**config.mk**
```make
export PLATFORM = sky130hd
export DESIGN_NAME = fpr_fifo
export DESIGN_NICKNAME = d
export VERILOG_FILES = /design/src/sv/fpr_pkg.sv /design/src/sv/fpr_fifo.sv
export SDC_FILE = /design/constraint.sdc
export NUM_CORES = 1
export LEC_CHECK = 0
export BUFFER_PORTS_ARGS = -buffer_cell sky130_fd_sc_hd__buf_2
export CAP_MARGIN = 15
export CORE_MARGIN = 2
export CORE_UTILIZATION = 57
export CTS_CLUSTER_DIAMETER = 120
export CTS_CLUSTER_SIZE = 16
export DETAILED_ROUTE_END_ITERATION = 6
export PLACE_DENSITY_LB_ADDON = 0.08
export SLEW_MARGIN = 10
export SYNTH_ARGS = -nofsm -noshare
export SYNTH_HDL_FRONTEND = slang
export SYNTH_SLANG_ARGS = --single-unit
export TNS_END_PERCENT = 10
```
**constraint.sdc**
```tcl
create_clock -name i_clk -period 5.08 [get_ports i_clk]
set_input_delay 0.762 -clock i_clk [delete_from_list [all_inputs] [get_ports i_clk]]
set_output_delay 0.762 -clock i_clk [all_outputs]
set_load 0.01 [all_outputs]
```
**src/sv/fpr_pkg.sv**
```systemverilog
`default_nettype none
package fpr_pkg;

    localparam int unsigned TW_WORDS = 12;
    localparam int unsigned MASK_W   = 16;
    localparam int unsigned DIV_W    = 64;
    localparam int unsigned PIX_W    = 49;
    localparam int unsigned FIFO_DEPTH = 4;

    typedef enum logic [1:0] {
        OP_XFORM = 2'd0,
        OP_BOX   = 2'd1,
        OP_POINT = 2'd2,
        OP_NONE  = 2'd3
    } t_op;

    typedef enum logic [2:0] {
        REG_FOCAL_X  = 3'd0,
        REG_FOCAL_Y  = 3'd1,
        REG_CENTER_X = 3'd2,
        REG_CENTER_Y = 3'd3,
        REG_ACTIVE   = 3'd4
    } t_reg_idx;

    typedef struct packed {
        logic [1:0]         opcode;
        logic [3:0]         slot;
        logic signed [31:0] value_a;
        logic signed [31:0] value_b;
        logic signed [31:0] value_c;
        logic [15:0]        value_d;
        logic [15:0]        point_intensity;
    } t_in;

    typedef struct packed {
        logic [15:0]        inside_mask;
        logic signed [31:0] out_x;
        logic signed [31:0] out_y;
        logic signed [31:0] out_z;
        logic [15:0]        out_intensity;
        logic               behind_sensor;
        logic               depth_invalid;
    } t_out;

    typedef struct packed {
        logic [31:0] focal_x;
        logic [31:0] focal_y;
        logic [31:0] center_x;
        logic [31:0] center_y;
        logic [4:0]  active_boxes;
    } t_cfg;

    typedef struct packed {
        t_in  item;
        logic behind;
        logic zinv;
        logic neg_u;
        logic neg_v;
    } t_pl;

    typedef struct packed {
        logic signed [31:0] x;
        logic signed [31:0] y;
        logic signed [31:0] w;
        logic [15:0]        h;
    } t_box;

endpackage
`default_nettype wire

```
**src/sv/fpr_fifo.sv**
```systemverilog
`default_nettype none
module fpr_fifo (
    input  wire logic          i_clk,
    input  wire logic          i_rst_n,
    input  wire logic          i_wr,
    input  wire fpr_pkg::t_out i_data,
    output logic               o_full,
    output logic               o_empty,
    input  wire logic          i_rd,
    output fpr_pkg::t_out      o_data
);

    localparam int unsigned D  = fpr_pkg::FIFO_DEPTH;
    localparam int unsigned AW = $clog2(D);

    fpr_pkg::t_out r_mem [0:D-1];
    logic [AW-1:0] r_wp, r_rp;
    logic [AW:0]   r_cnt;
    logic          w_wr, w_rd;

    assign o_full  = (r_cnt == (AW+1)'(D));
    assign o_empty = (r_cnt == '0);
    assign w_wr    = i_wr && !o_full;
    assign w_rd    = i_rd && !o_empty;
    assign o_data  = r_mem[r_rp];

    always_ff @(posedge i_clk) begin
        if (w_wr) begin
            r_mem[r_wp] <= i_data;
        end
    end

    always_ff @(posedge i_clk) begin
        if (!i_rst_n) begin
            r_wp  <= '0;
            r_rp  <= '0;
            r_cnt <= '0;
        end else begin
            if (w_wr) r_wp <= r_wp + 1'b1;
            if (w_rd) r_rp <= r_rp + 1'b1;
            r_cnt <= r_cnt + (AW+1)'(w_wr) - (AW+1)'(w_rd);
        end
    end

endmodule
`default_nettype wire

```
# --- Yosys cells after proc, flatten, opt, wreduce, memory -nomap -nowiden ---
# Memory sizes are Yosys's and may differ from the RTL's. A register that Yosys moved wholly into a read port is not among the register bits.
# Cells that the tools add are included.
totals:
  register_bits: 7
  mem_bits_rw: 520
  inputBits: 134
  word_cells: 18
  memories: 1
classes:
  addsub: 4
  n_eq_ne: 1
  mux: 4
  n_reduce_logical: 5
mem_list:
  columns: ["name", "words", "width", "read_ports", "rd_ports_with_merged_regs", "write_ports", "line_no", "text"]
  rows:
  - ["r_mem", 4, 130, 1, 1, 1, "fpr_fifo.sv:16", "fpr_pkg::t_out r_mem [0:D-1];"]
op_table:
  columns: ["op", "n"]
  rows:
  - ["adder 2 x 1 -> 2 bit (second input constant)", 2]
  - ["2-to-1 mux 2 bit", 2]
  - ["adder 3 x 1 -> 3 bit", 1]
  - ["== test 3 bit (second input constant)", 1]
  - ["logical NOT 3 bit", 1]
  - ["subtractor 3 x 1 -> 3 bit", 1]
  - ["logical AND 1 bit", 2]
  - ["logical NOT 1 bit", 2]
  - ["2-to-1 mux 1 bit", 2]

# --- Logic depth before layout (Yosys ltp) ---
# Gate-level depths: netlist (run 1).
depth:
  depth_word: 5
  depth_mapped: 11
  ltp_nobuf: 10

# --- Least setup slack after synthesis (run 1) ---
# No wires, ideal clock.
synth_timing:
  kind: "input -> register"
  start: "in i_wr"
  end: "mem r_mem[0][0] in the netlist's numbering, enable pin"
  arrival_ns: 4.127
  required_time_ns: 4.575
  slack_ns: 0.448
  path_stages: 3
  cell_sequence: "nor2b_1 -> clkbuf_1 -> and2_1"
synth_via:
  elab_chain_cells: 3
synth_lines:
  columns: ["item", "line_no", "text"]
  rows:
  - ["start: declaration", "fpr_fifo.sv:5", "input wire logic i_wr,"]
  - ["logical AND 1 bit", "fpr_fifo.sv:23", "assign w_wr = i_wr && !o_full;"]
  - ["2-to-1 mux 1 bit", "fpr_fifo.sv:28", "if (w_wr) begin"]
  - ["2-to-1 mux 1 bit (not written as such)", "fpr_fifo.sv:29", "r_mem[r_wp] <= i_data;"]
  - ["end: declaration", "fpr_fifo.sv:16", null]
# No other way between the ends.

==> impl_metrics.ini, run 1 <==
[setup_path]
cp-end-kind = output port
crit_required_ps = 4320
path_cells = buf_4, mux4_2, buf_2
crit_path_start_kind = flip-flop
worstPathArrival_ps = 2590
critPathSlowestCell = dfxtp_4
cp_max_fo = 27
rrSetupSlack_ps = 2520
slowest_delay_ps = 690
r2r-start = r_cnt[2]
crit_type = reg2out

[power_and_ir_drop]
pwr_density_cell_nw_per_um2 = 470
irDropWorstVdd_mv = 0.321
p_leak_nw = 7.31

[cts]
path_clk_slew_ps = 70
clockBufferDepth = 3
clock-sinks = 529
hold_buffers = 0
root_buffer = clkbuf_16
cts-buffers-inserted = 39
cts_tree = built
h-tree-depth = 2
postCtsSetupRepairBufs = 0
cts-resized-gates = 0
insertion_delay_ps = 520

[synthesis]
synthesis.area_um2 = 19300
synth_edf_count = 520
synthTopCellsByCount = 520 x edfxtp_1, 130 x mux4_2, 11 x buf_12, 10 x buf_2, 9 x dfxtp_1
avgSynthCellArea_um2 = 26.5
seq_area_frac_synth_pct = 81.7
syn_inst = 730
post-synth-top-count-cell = edfxtp_1
syn_nets = 871
synthFlopType = edfxtp_1
ys_warn_count = 0
synth_top_area_share_pct = 80.8
synth_cell_types = 23
synth_top_cell_by_area = edfxtp_1
synth_area_leaders = edfxtp_1 81%, mux4_2 15%, buf_12 1.1%
async_flop_share_pct = 0
synth-seq-cells = 529

[timing]
tightest_slew_ps = 955
skew_ps = 21.0
setup_viol = 0
maxSlewViolCount = 0
relSlewSlack_pct = 36.3
fin_crit_sh_pct = 66.1
tns_ps = 0
hold_violations = 0
max_freq_ghz = 0.298
rsz0062_at_grt = no
finalCriticalPeriod_ps = 3360

[die]
die_area_um2 = 35400
io_pins = 266
core_area_um2 = 33400
die-height_um = 188
initial_core_util_pct = 57.8
die_x_um = 188
num_rows = 67

[grt]
grt-busiest-layer = met2
use_met2_pct = 31.4
grt_pass1_vias = 8651
grt_start_max_net_pins = 74
gr-usage-met1_pct = 27.7
grt_pass1_wl_um = 51900
gr-usage-met3_pct = 5.59
grt_overflow = 0
antenna_found_initial = 10
track_usage_pct = 19.6

[placement]
io_buffers = 265
place.gp.congestion = 0.700
place_hpwl_um = 20900

[detailed_routing]
via_count = 8345
wirelength_um = 34500
drtAntennaViolNets = 0
via_per_inst = 5.61
drc = 0
wl_per_cell_um = 23.2
drtIter0Drc = 583
dr.pass1.iters = 4

[hold_path]
hold_path.class = in2reg
hp-start = i_data[22]

[cells_and_area]
area_growth_pct = 14.7
nets = 1161
final_util_pct = 66.3
fillers = 2176
drive_gt1_share_pct = 44.2

[outcome]
outcome = complete, no violations

[job]
cap_violations = 0
## worst max-delay path, delay by kind of cell, from the launching register on
| kind | cells | cell delay (ps) |
|---|---|---|
| DFF | 1 | 690 |
| muxes | 1 | 600 |
| buffers and inverters | 2 | 730 |
## where the power goes
group	total (mW)	switching [mW]	internal, mW
registers	5.44	0.155	5.29
clock network	2.74	1.33	1.42
logic	2.23	1.17	1.06
total	10.4	2.65	7.77
## stage by stage
stage	hold WS [ps]	setup slack (ps)	power [mW]	instances	instance area [µm²]
2_1_floorplan	461	448	7.10	730	19300
6_report	449	1720	10.4	1487	22200
4_1_cts	426	1610	10.6	1483	22200
3_3_place_gp	477	2130	7.82	1427	21100
3_5_place_dp	497	2100	7.83	1427	21100
5_1_grt	422	1490	10.9	1484	22200
## layer usage
metal  up-vias  wire length [µm]
met5         -                79
met4        12               484
met3        49              2490
met2       235             17000
met1      4337             14400
li1       3712                 -
## worst paths after layout
path                  endpoint  depth (start not counted)
setup / recovery     o_data[8]                          3
setup reg to reg  r_mem[0][29]                          4
hold / removal    r_mem[2][22]                          1
hold reg to reg        r_wp[1]                          2
## registers in the layout, indices dropped and copies added, names as in the netlist, named ones only
register,cells
r_mem,520
r_cnt,3
r_wp,2
r_rp,2
## logic make-up after synthesis
kind of cell	share of synthesized area, %
compound gates	0.116
mux	15.2
simple gates	0.563
xor+xnor	0.0906
fa+ha+maj	0.492
buf+inv	1.81
flops	81.7
## cell usage in the layout, fill, tap and decap left out, types with 6 or more instances in the layout
cell / netlist / layout
ha_1: 6 / 6
buf_2: 10 / 265
buf_4: 3 / 9
edfxtp_1: 520 / 520
buf_12: 11 / 6
clkbuf_1: 3 / 15
inv_1: 6 / 6
nand2_1: 6 / 6
dfxtp_1: 9 / 7
clkbuf_16: 0 / 39
mux4_2: 130 / 130
## final cells by class
type                            instances  area, µm²  area share, %
Timing Repair Buffer                  280       1510           6.83
Sequential cell                       529      15800           71.3
Clock buffer                           54       1030           4.66
Multi-Input combinational cell        164       3200           14.4
Clock inverter                          2       25.0          0.113
Antenna cell                            4       10.0         0.0452
Inverter                                6       22.5          0.102
Tap cell                              448        561           2.53
No activity file was read; power rests on OpenSTA's default activity.
==> run 2: changes to the inputs <==
--- a/config.mk
+++ b/config.mk
@@ -8,7 +8,7 @@
 export BUFFER_PORTS_ARGS = -buffer_cell sky130_fd_sc_hd__buf_2
 export CAP_MARGIN = 15
 export CORE_MARGIN = 2
-export CORE_UTILIZATION = 57
+export CORE_UTILIZATION = 51
 export CTS_CLUSTER_DIAMETER = 120
 export CTS_CLUSTER_SIZE = 16
 export DETAILED_ROUTE_END_ITERATION = 6
==> constraint.sdc (replaced) <==
create_clock -name i_clk -period 2.9 [get_ports i_clk]
set_input_delay 0.435 -clock i_clk [delete_from_list [all_inputs] [get_ports i_clk]]
set_output_delay 0.435 -clock i_clk [all_outputs]
set_load 0.01 [all_outputs]
==> impl_metrics.ini, run 2 (synthesis results as in run 1) <==
[timing]
fin_crit_sh_pct = 91.7
max_freq_ghz = 0.376
finalCriticalPeriod_ps = 2660
setup_viol = 0
maxSlewViolCount = 0
tightest_slew_ps = 599
hold_violations = 0
relSlewSlack_pct = 60.1
rsz0062_at_grt = no
skew_ps = 14.8

[power_and_ir_drop]
internal-power_mw = 13.8
p_leak_nw = 7.41
power_switching_share_pct = 25.4
pwr_density_cell_nw_per_um2 = 822
clock_power_share_pct = 26.5
p_comb_share_pct = 22.0
irDropWorstVdd_mv = 0.555
seq_power_share_pct = 51.5
p_sw_mw = 4.70

[cells_and_area]
nets = 1171
largest_register = r_mem
reg.largest.list = r_mem: 520 flops, r_cnt: 3 flops
layout.cells.non_filler = 1554
final_util_pct = 59.9
layout_common_cells = 520 x edfxtp_1, 265 x buf_2, 130 x mux4_2
largest_register_ffs = 520
final_common_cell = edfxtp_1
area_growth_pct = 16.2
drive_gt1_share_pct = 45.1

[cts]
postCtsSetupRepairBufs = 0
clockBufferDepth = 3
insertion_delay_ps = 550
path_clk_slew_ps = 70
clock-sinks = 529
cts-buffers-inserted = 39
hold_buffers = 0
cts_tree = built
h-tree-depth = 2
root_buffer = clkbuf_16
cts-resized-gates = 0

[detailed_routing]
dr.pass1.iters = 6
via_per_inst = 5.41
top_layer_used = met5
wl_met2_um = 17600
drc = 0
wl_met1_um = 14400
wl_met3_um = 2630
drtIter0Drc = 389
via_count = 8412
wirelength_um = 35400
wl_per_cell_um = 22.8
drtAntennaViolNets = 0

[hold_path]
whs_path_depth = 1
hp-start = i_data[12]
hold_path.class = in2reg

[die]
die_area_um2 = 39500
initial_core_util_pct = 51.6
num_rows = 71
die_x_um = 199
io_pins = 266
core_area_um2 = 37500
die-height_um = 199

[setup_path]
cp-end-kind = output port
r2r-start = r_cnt[1]
crit_required_ps = 2470
crit_type = reg2out
worstPathArrival_ps = 2220
cp_max_fo = 26
crit_path_start_kind = flip-flop
r2r_cells = 9

[placement]
io_buffers = 265
place_inst = 1500
place_hpwl_um = 22200
place.gp.congestion = 0.692

[grt]
grt_pass1_vias = 8954
grt_pass1_wl_um = 53300
grt_overflow = 0
track_usage_pct = 18.4
grt_start_max_net_pins = 59
antenna_found_initial = 11

[outcome]
outcome = complete, no violations

[job]
cap_violations = 0
-- run 2: cell types whose count changed in the layout (fill, tap and decap cells not counted) --
cell,delta
clkbuf_1,-8
inv_6,-1
buf_12,+11
clkbuf_16,+2
buf_4,-1
diode_2,+1
-- run 2: path summary, 6_finish.rpt --
kind	to	slack, ps
setup / recovery	o_data[63]	240
hold / removal	r_mem[0][12]	90
setup reg to reg	r_cnt[2]	570
hold reg to reg	flip-flop	500
-- run 2: stage by stage --
stage          worst slack [ps]  hold slack, ps  TNS [ps]  instance area, µm²  total power [mW]
2_1_floorplan             -7.72             461     -4020               19300              12.4
3_3_place_gp                637             498         0               21400              13.8
3_5_place_dp                617             497         0               21400              13.9
4_1_cts                     146            60.0         0               22500              18.8
5_1_grt                    92.0            74.4         0               22500              19.3
6_report                    240            94.5         0               22500              18.5
-- run 2: cell type report --
type	instances	area (µm²)
Clock buffer	48	1050
Clock inverter	1	16.3
Antenna cell	5	12.5
Tap cell	511	639
Fill cell	2722	15000
Inverter	6	22.5
Sequential cell	529	15800
Timing Repair Buffer	290	1730
Multi-Input combinational cell	164	3200
-- run 2: routing by layer --
layer | vias to the layer above | global-route usage (%)
met5 | - | 0
met3 | 53 | 5.83
met2 | 215 | 29.7
met1 | 4404 | 23.8
li1 | 3726 | -
met4 | 14 | 6.22
-- run 2: power by group through the flow --
stage          clock (mW)  sequential, mW  combinational [mW]
2_1_floorplan           0            9.57                2.81
3_3_place_gp            0            9.66                4.18
3_5_place_dp            0            9.69                4.17
4_1_cts              5.07            9.52                4.19
5_1_grt              5.31            9.57                4.42
6_report             4.90            9.50                4.06
-- run 2: critical path, cell delays in order, from the launching register on --
cell and delay [ps]:
dfxtp_4 650, buf_12 290, mux4_2 540, buf_2 150
==> run 3: changes to the inputs <==
--- a/config.mk
+++ b/config.mk
@@ -5,10 +5,11 @@
 export SDC_FILE = /design/constraint.sdc
 export NUM_CORES = 1
 export LEC_CHECK = 0
+export ABC_AREA = 1
 export BUFFER_PORTS_ARGS = -buffer_cell sky130_fd_sc_hd__buf_2
 export CAP_MARGIN = 15
 export CORE_MARGIN = 2
-export CORE_UTILIZATION = 51
+export CORE_UTILIZATION = 52
 export CTS_CLUSTER_DIAMETER = 120
 export CTS_CLUSTER_SIZE = 16
 export DETAILED_ROUTE_END_ITERATION = 6
==> impl_metrics.ini, run 3 <==
[detailed_routing]
drtAntennaViolNets = 0
drtIter0Drc = 710
via_count = 11400
wl_per_cell_um = 19.8
dr.pass1.iters = 5
wirelength_um = 41400
via_per_inst = 5.46
drc = 0

[synthesis]
synth_edf_count = 520
seq_area_frac_synth_pct = 79.9
synth_cell_types = 21
syn_nets = 1466
async_flop_share_pct = 0
synthTopCellsByCount = 520 x edfxtp_1, 272 x nor2_1, 190 x o21ai_0, 130 x o22ai_1, 70 x o21ai_1
synth_area_leaders = edfxtp_1 79%, nor2_1 5.2%, o21ai_0 4.8%
post-synth-top-count-cell = edfxtp_1
syn_inst = 1325
synth_top_area_share_pct = 79.0
synthesis.area_um2 = 19800
synth_top_cell_by_area = edfxtp_1
avgSynthCellArea_um2 = 14.9
ys_warn_count = 0
synth-seq-cells = 529
synthFlopType = edfxtp_1

[hold_path]
holdPathEnd = r_mem[0][9]
hold_path.class = in2reg
hp-start = i_data[9]
whs_path_depth = 1

[setup_path]
r2r-start = r_cnt[0]
worstPathArrival_ps = 2290
slowest_delay_ps = 510
cp_max_fo = 67
crit_buf_inv = 3
critPathSlowestCell = dfxtp_4
r2r_cells = 10
reg2reg_to = r_cnt[2]
rrSetupSlack_ps = 980
path_cells = inv_4, buf_6, o21ai_1, o22ai_1, buf_2
cp-end-kind = output port
crit_path_start_kind = flip-flop
crit_required_ps = 2470
crit_type = reg2out
critical-path-top-delay-family = buffers and inverters
critical_path_cell_count = 5

[cells_and_area]
largest_register_ffs = 520
nets = 1714
final_common_cell = edfxtp_1
area_growth_pct = 14.9
layout.cells.non_filler = 2096
layout_common_cells = 520 x edfxtp_1, 267 x nor2_1, 265 x buf_2
reg.largest.list = r_mem: 520 flops, r_cnt: 3 flops
drive_gt1_share_pct = 22.0
largest_register = r_mem

[placement]
place_inst = 2043
pre_cts_slack_ps = 557
place_hpwl_um = 23600
io_buffers = 265
place.gp.congestion = 0.734

[timing]
skew_ps = 13.1
max_freq_ghz = 0.366
hold_violations = 0
fin_ws_ps = 171
maxSlewViolCount = 0
rsz0062_at_grt = no
relSlewSlack_pct = 57.7
setup_viol = 0
tightest_slew_ps = 635
finalCriticalPeriod_ps = 2730
fin_crit_sh_pct = 94.1

[cts]
insertion_delay_ps = 550
hold_buffers = 0
clockBufferDepth = 3
path_clk_slew_ps = 70
clock-sinks = 529
cts_tree = built
root_buffer = clkbuf_16
postCtsSetupRepairBufs = 0
h-tree-depth = 2
cts-buffers-inserted = 39

[grt]
grt_overflow = 0
grt_pass1_vias = 11100
grt_start_max_net_pins = 135
antenna_found_initial = 14
track_usage_pct = 21.0
grt_pass1_wl_um = 62700

[power_and_ir_drop]
pwr_density_cell_nw_per_um2 = 833
p_leak_nw = 7.84
power_mw = 18.9
irDropWorstVdd_mv = 0.535

[outcome]
outcome = complete, no violations

[job]
cap_violations = 0

[die]
core_area_um2 = 37600
initial_core_util_pct = 52.6
die_area_um2 = 39600
die-height_um = 199
io_pins = 266
num_rows = 71
die_x_um = 199
run 3: cell types whose count changed in the layout (fill, tap and decap cells not counted), sizes merged, moves of 2 or more:
cell	before	now
nor2	0	272
o22ai	0	130
and2	7	0
nand2	6	14
o21ai	3	260
nor2b	2	0
mux4	130	0
mux2i	2	0
nand3	0	4
buf	290	292
xnor2	2	0
inv	7	20
a21oi	0	5
run 3: what timing repair did:
action                                 in CTS  in global routing
endpoints found under the hold margin       0                  0
gates resized for setup                     0                  2
setup endpoints to repair                   3                 80
run 3: power by group:
part           switching [mW]  internal, mW  leakage (nW)
combinational            3.03          1.49          2.48
sequential              0.207          9.29          4.84
clock                    2.36          2.54         0.520
run 3: per-stage QoR:
stage                     cell area, µm²  setup TNS (ps)  hold WS, ps  util [%]
after floorplan                    19800          -23060          448         -
after global placement             21600               0          468      57.5
after detailed placement           21600               0          484      57.5
after CTS                          22700           -45.6         60.9      60.4
after global routing               22700               0         62.2      60.4
final                              22700               0         95.2      60.4
run 3: worst max-delay path by stage:
stage / slack, ps / start / end
2_1_floorplan: -60 / r_cnt[1] / r_mem[0][0]
3_3_place_gp: 560 / flip-flop / o_data[28]
3_5_place_dp: 560 / flip-flop / o_data[59]
4_1_cts: -20 / flip-flop / o_data[59]
5_1_grt: 30 / flip-flop / o_data[59]
6_report: 170 / flip-flop / o_data[59]
run 3: kinds of logic after synthesis:
family          count (synthesis)  share of synthesized area (%)
flops                         529                           79.9
compound gates                395                           10.8
simple gates                  290                           5.53
buf+inv                       104                           3.24
fa+ha+maj                       7                          0.481
run 3: worst reg2reg max path, delay by kind of cell (launching register included):
family | cells | cell delay [ps]
adder cells (fa/ha/maj) | 3 | 860
AO/OA/AOI/OAI | 1 | 120
flip-flops | 1 | 330
buffers and inverters | 2 | 150
AND/OR/NAND/NOR | 4 | 360
run 3: final cells by class:
type | count | area [µm²]
sequential | 529 | 15800
fill | 2950 | 14900
multi-input combinational | 692 | 3370
timing repair buffer | 292 | 1720
clock buffer | 47 | 1050
tap | 511 | 639
inverter | 19 | 86.3
clock inverter | 1 | 16.3
antenna | 5 | 12.5
run 3: layer usage:
metal	up-vias	GRT usage [%]	wire (µm)
met4	22	5.44	890
met5	-	0	135
met1	5612	27.0	17100
li1	5472	-	-
met2	261	34.8	20200
met3	82	6.63	3090
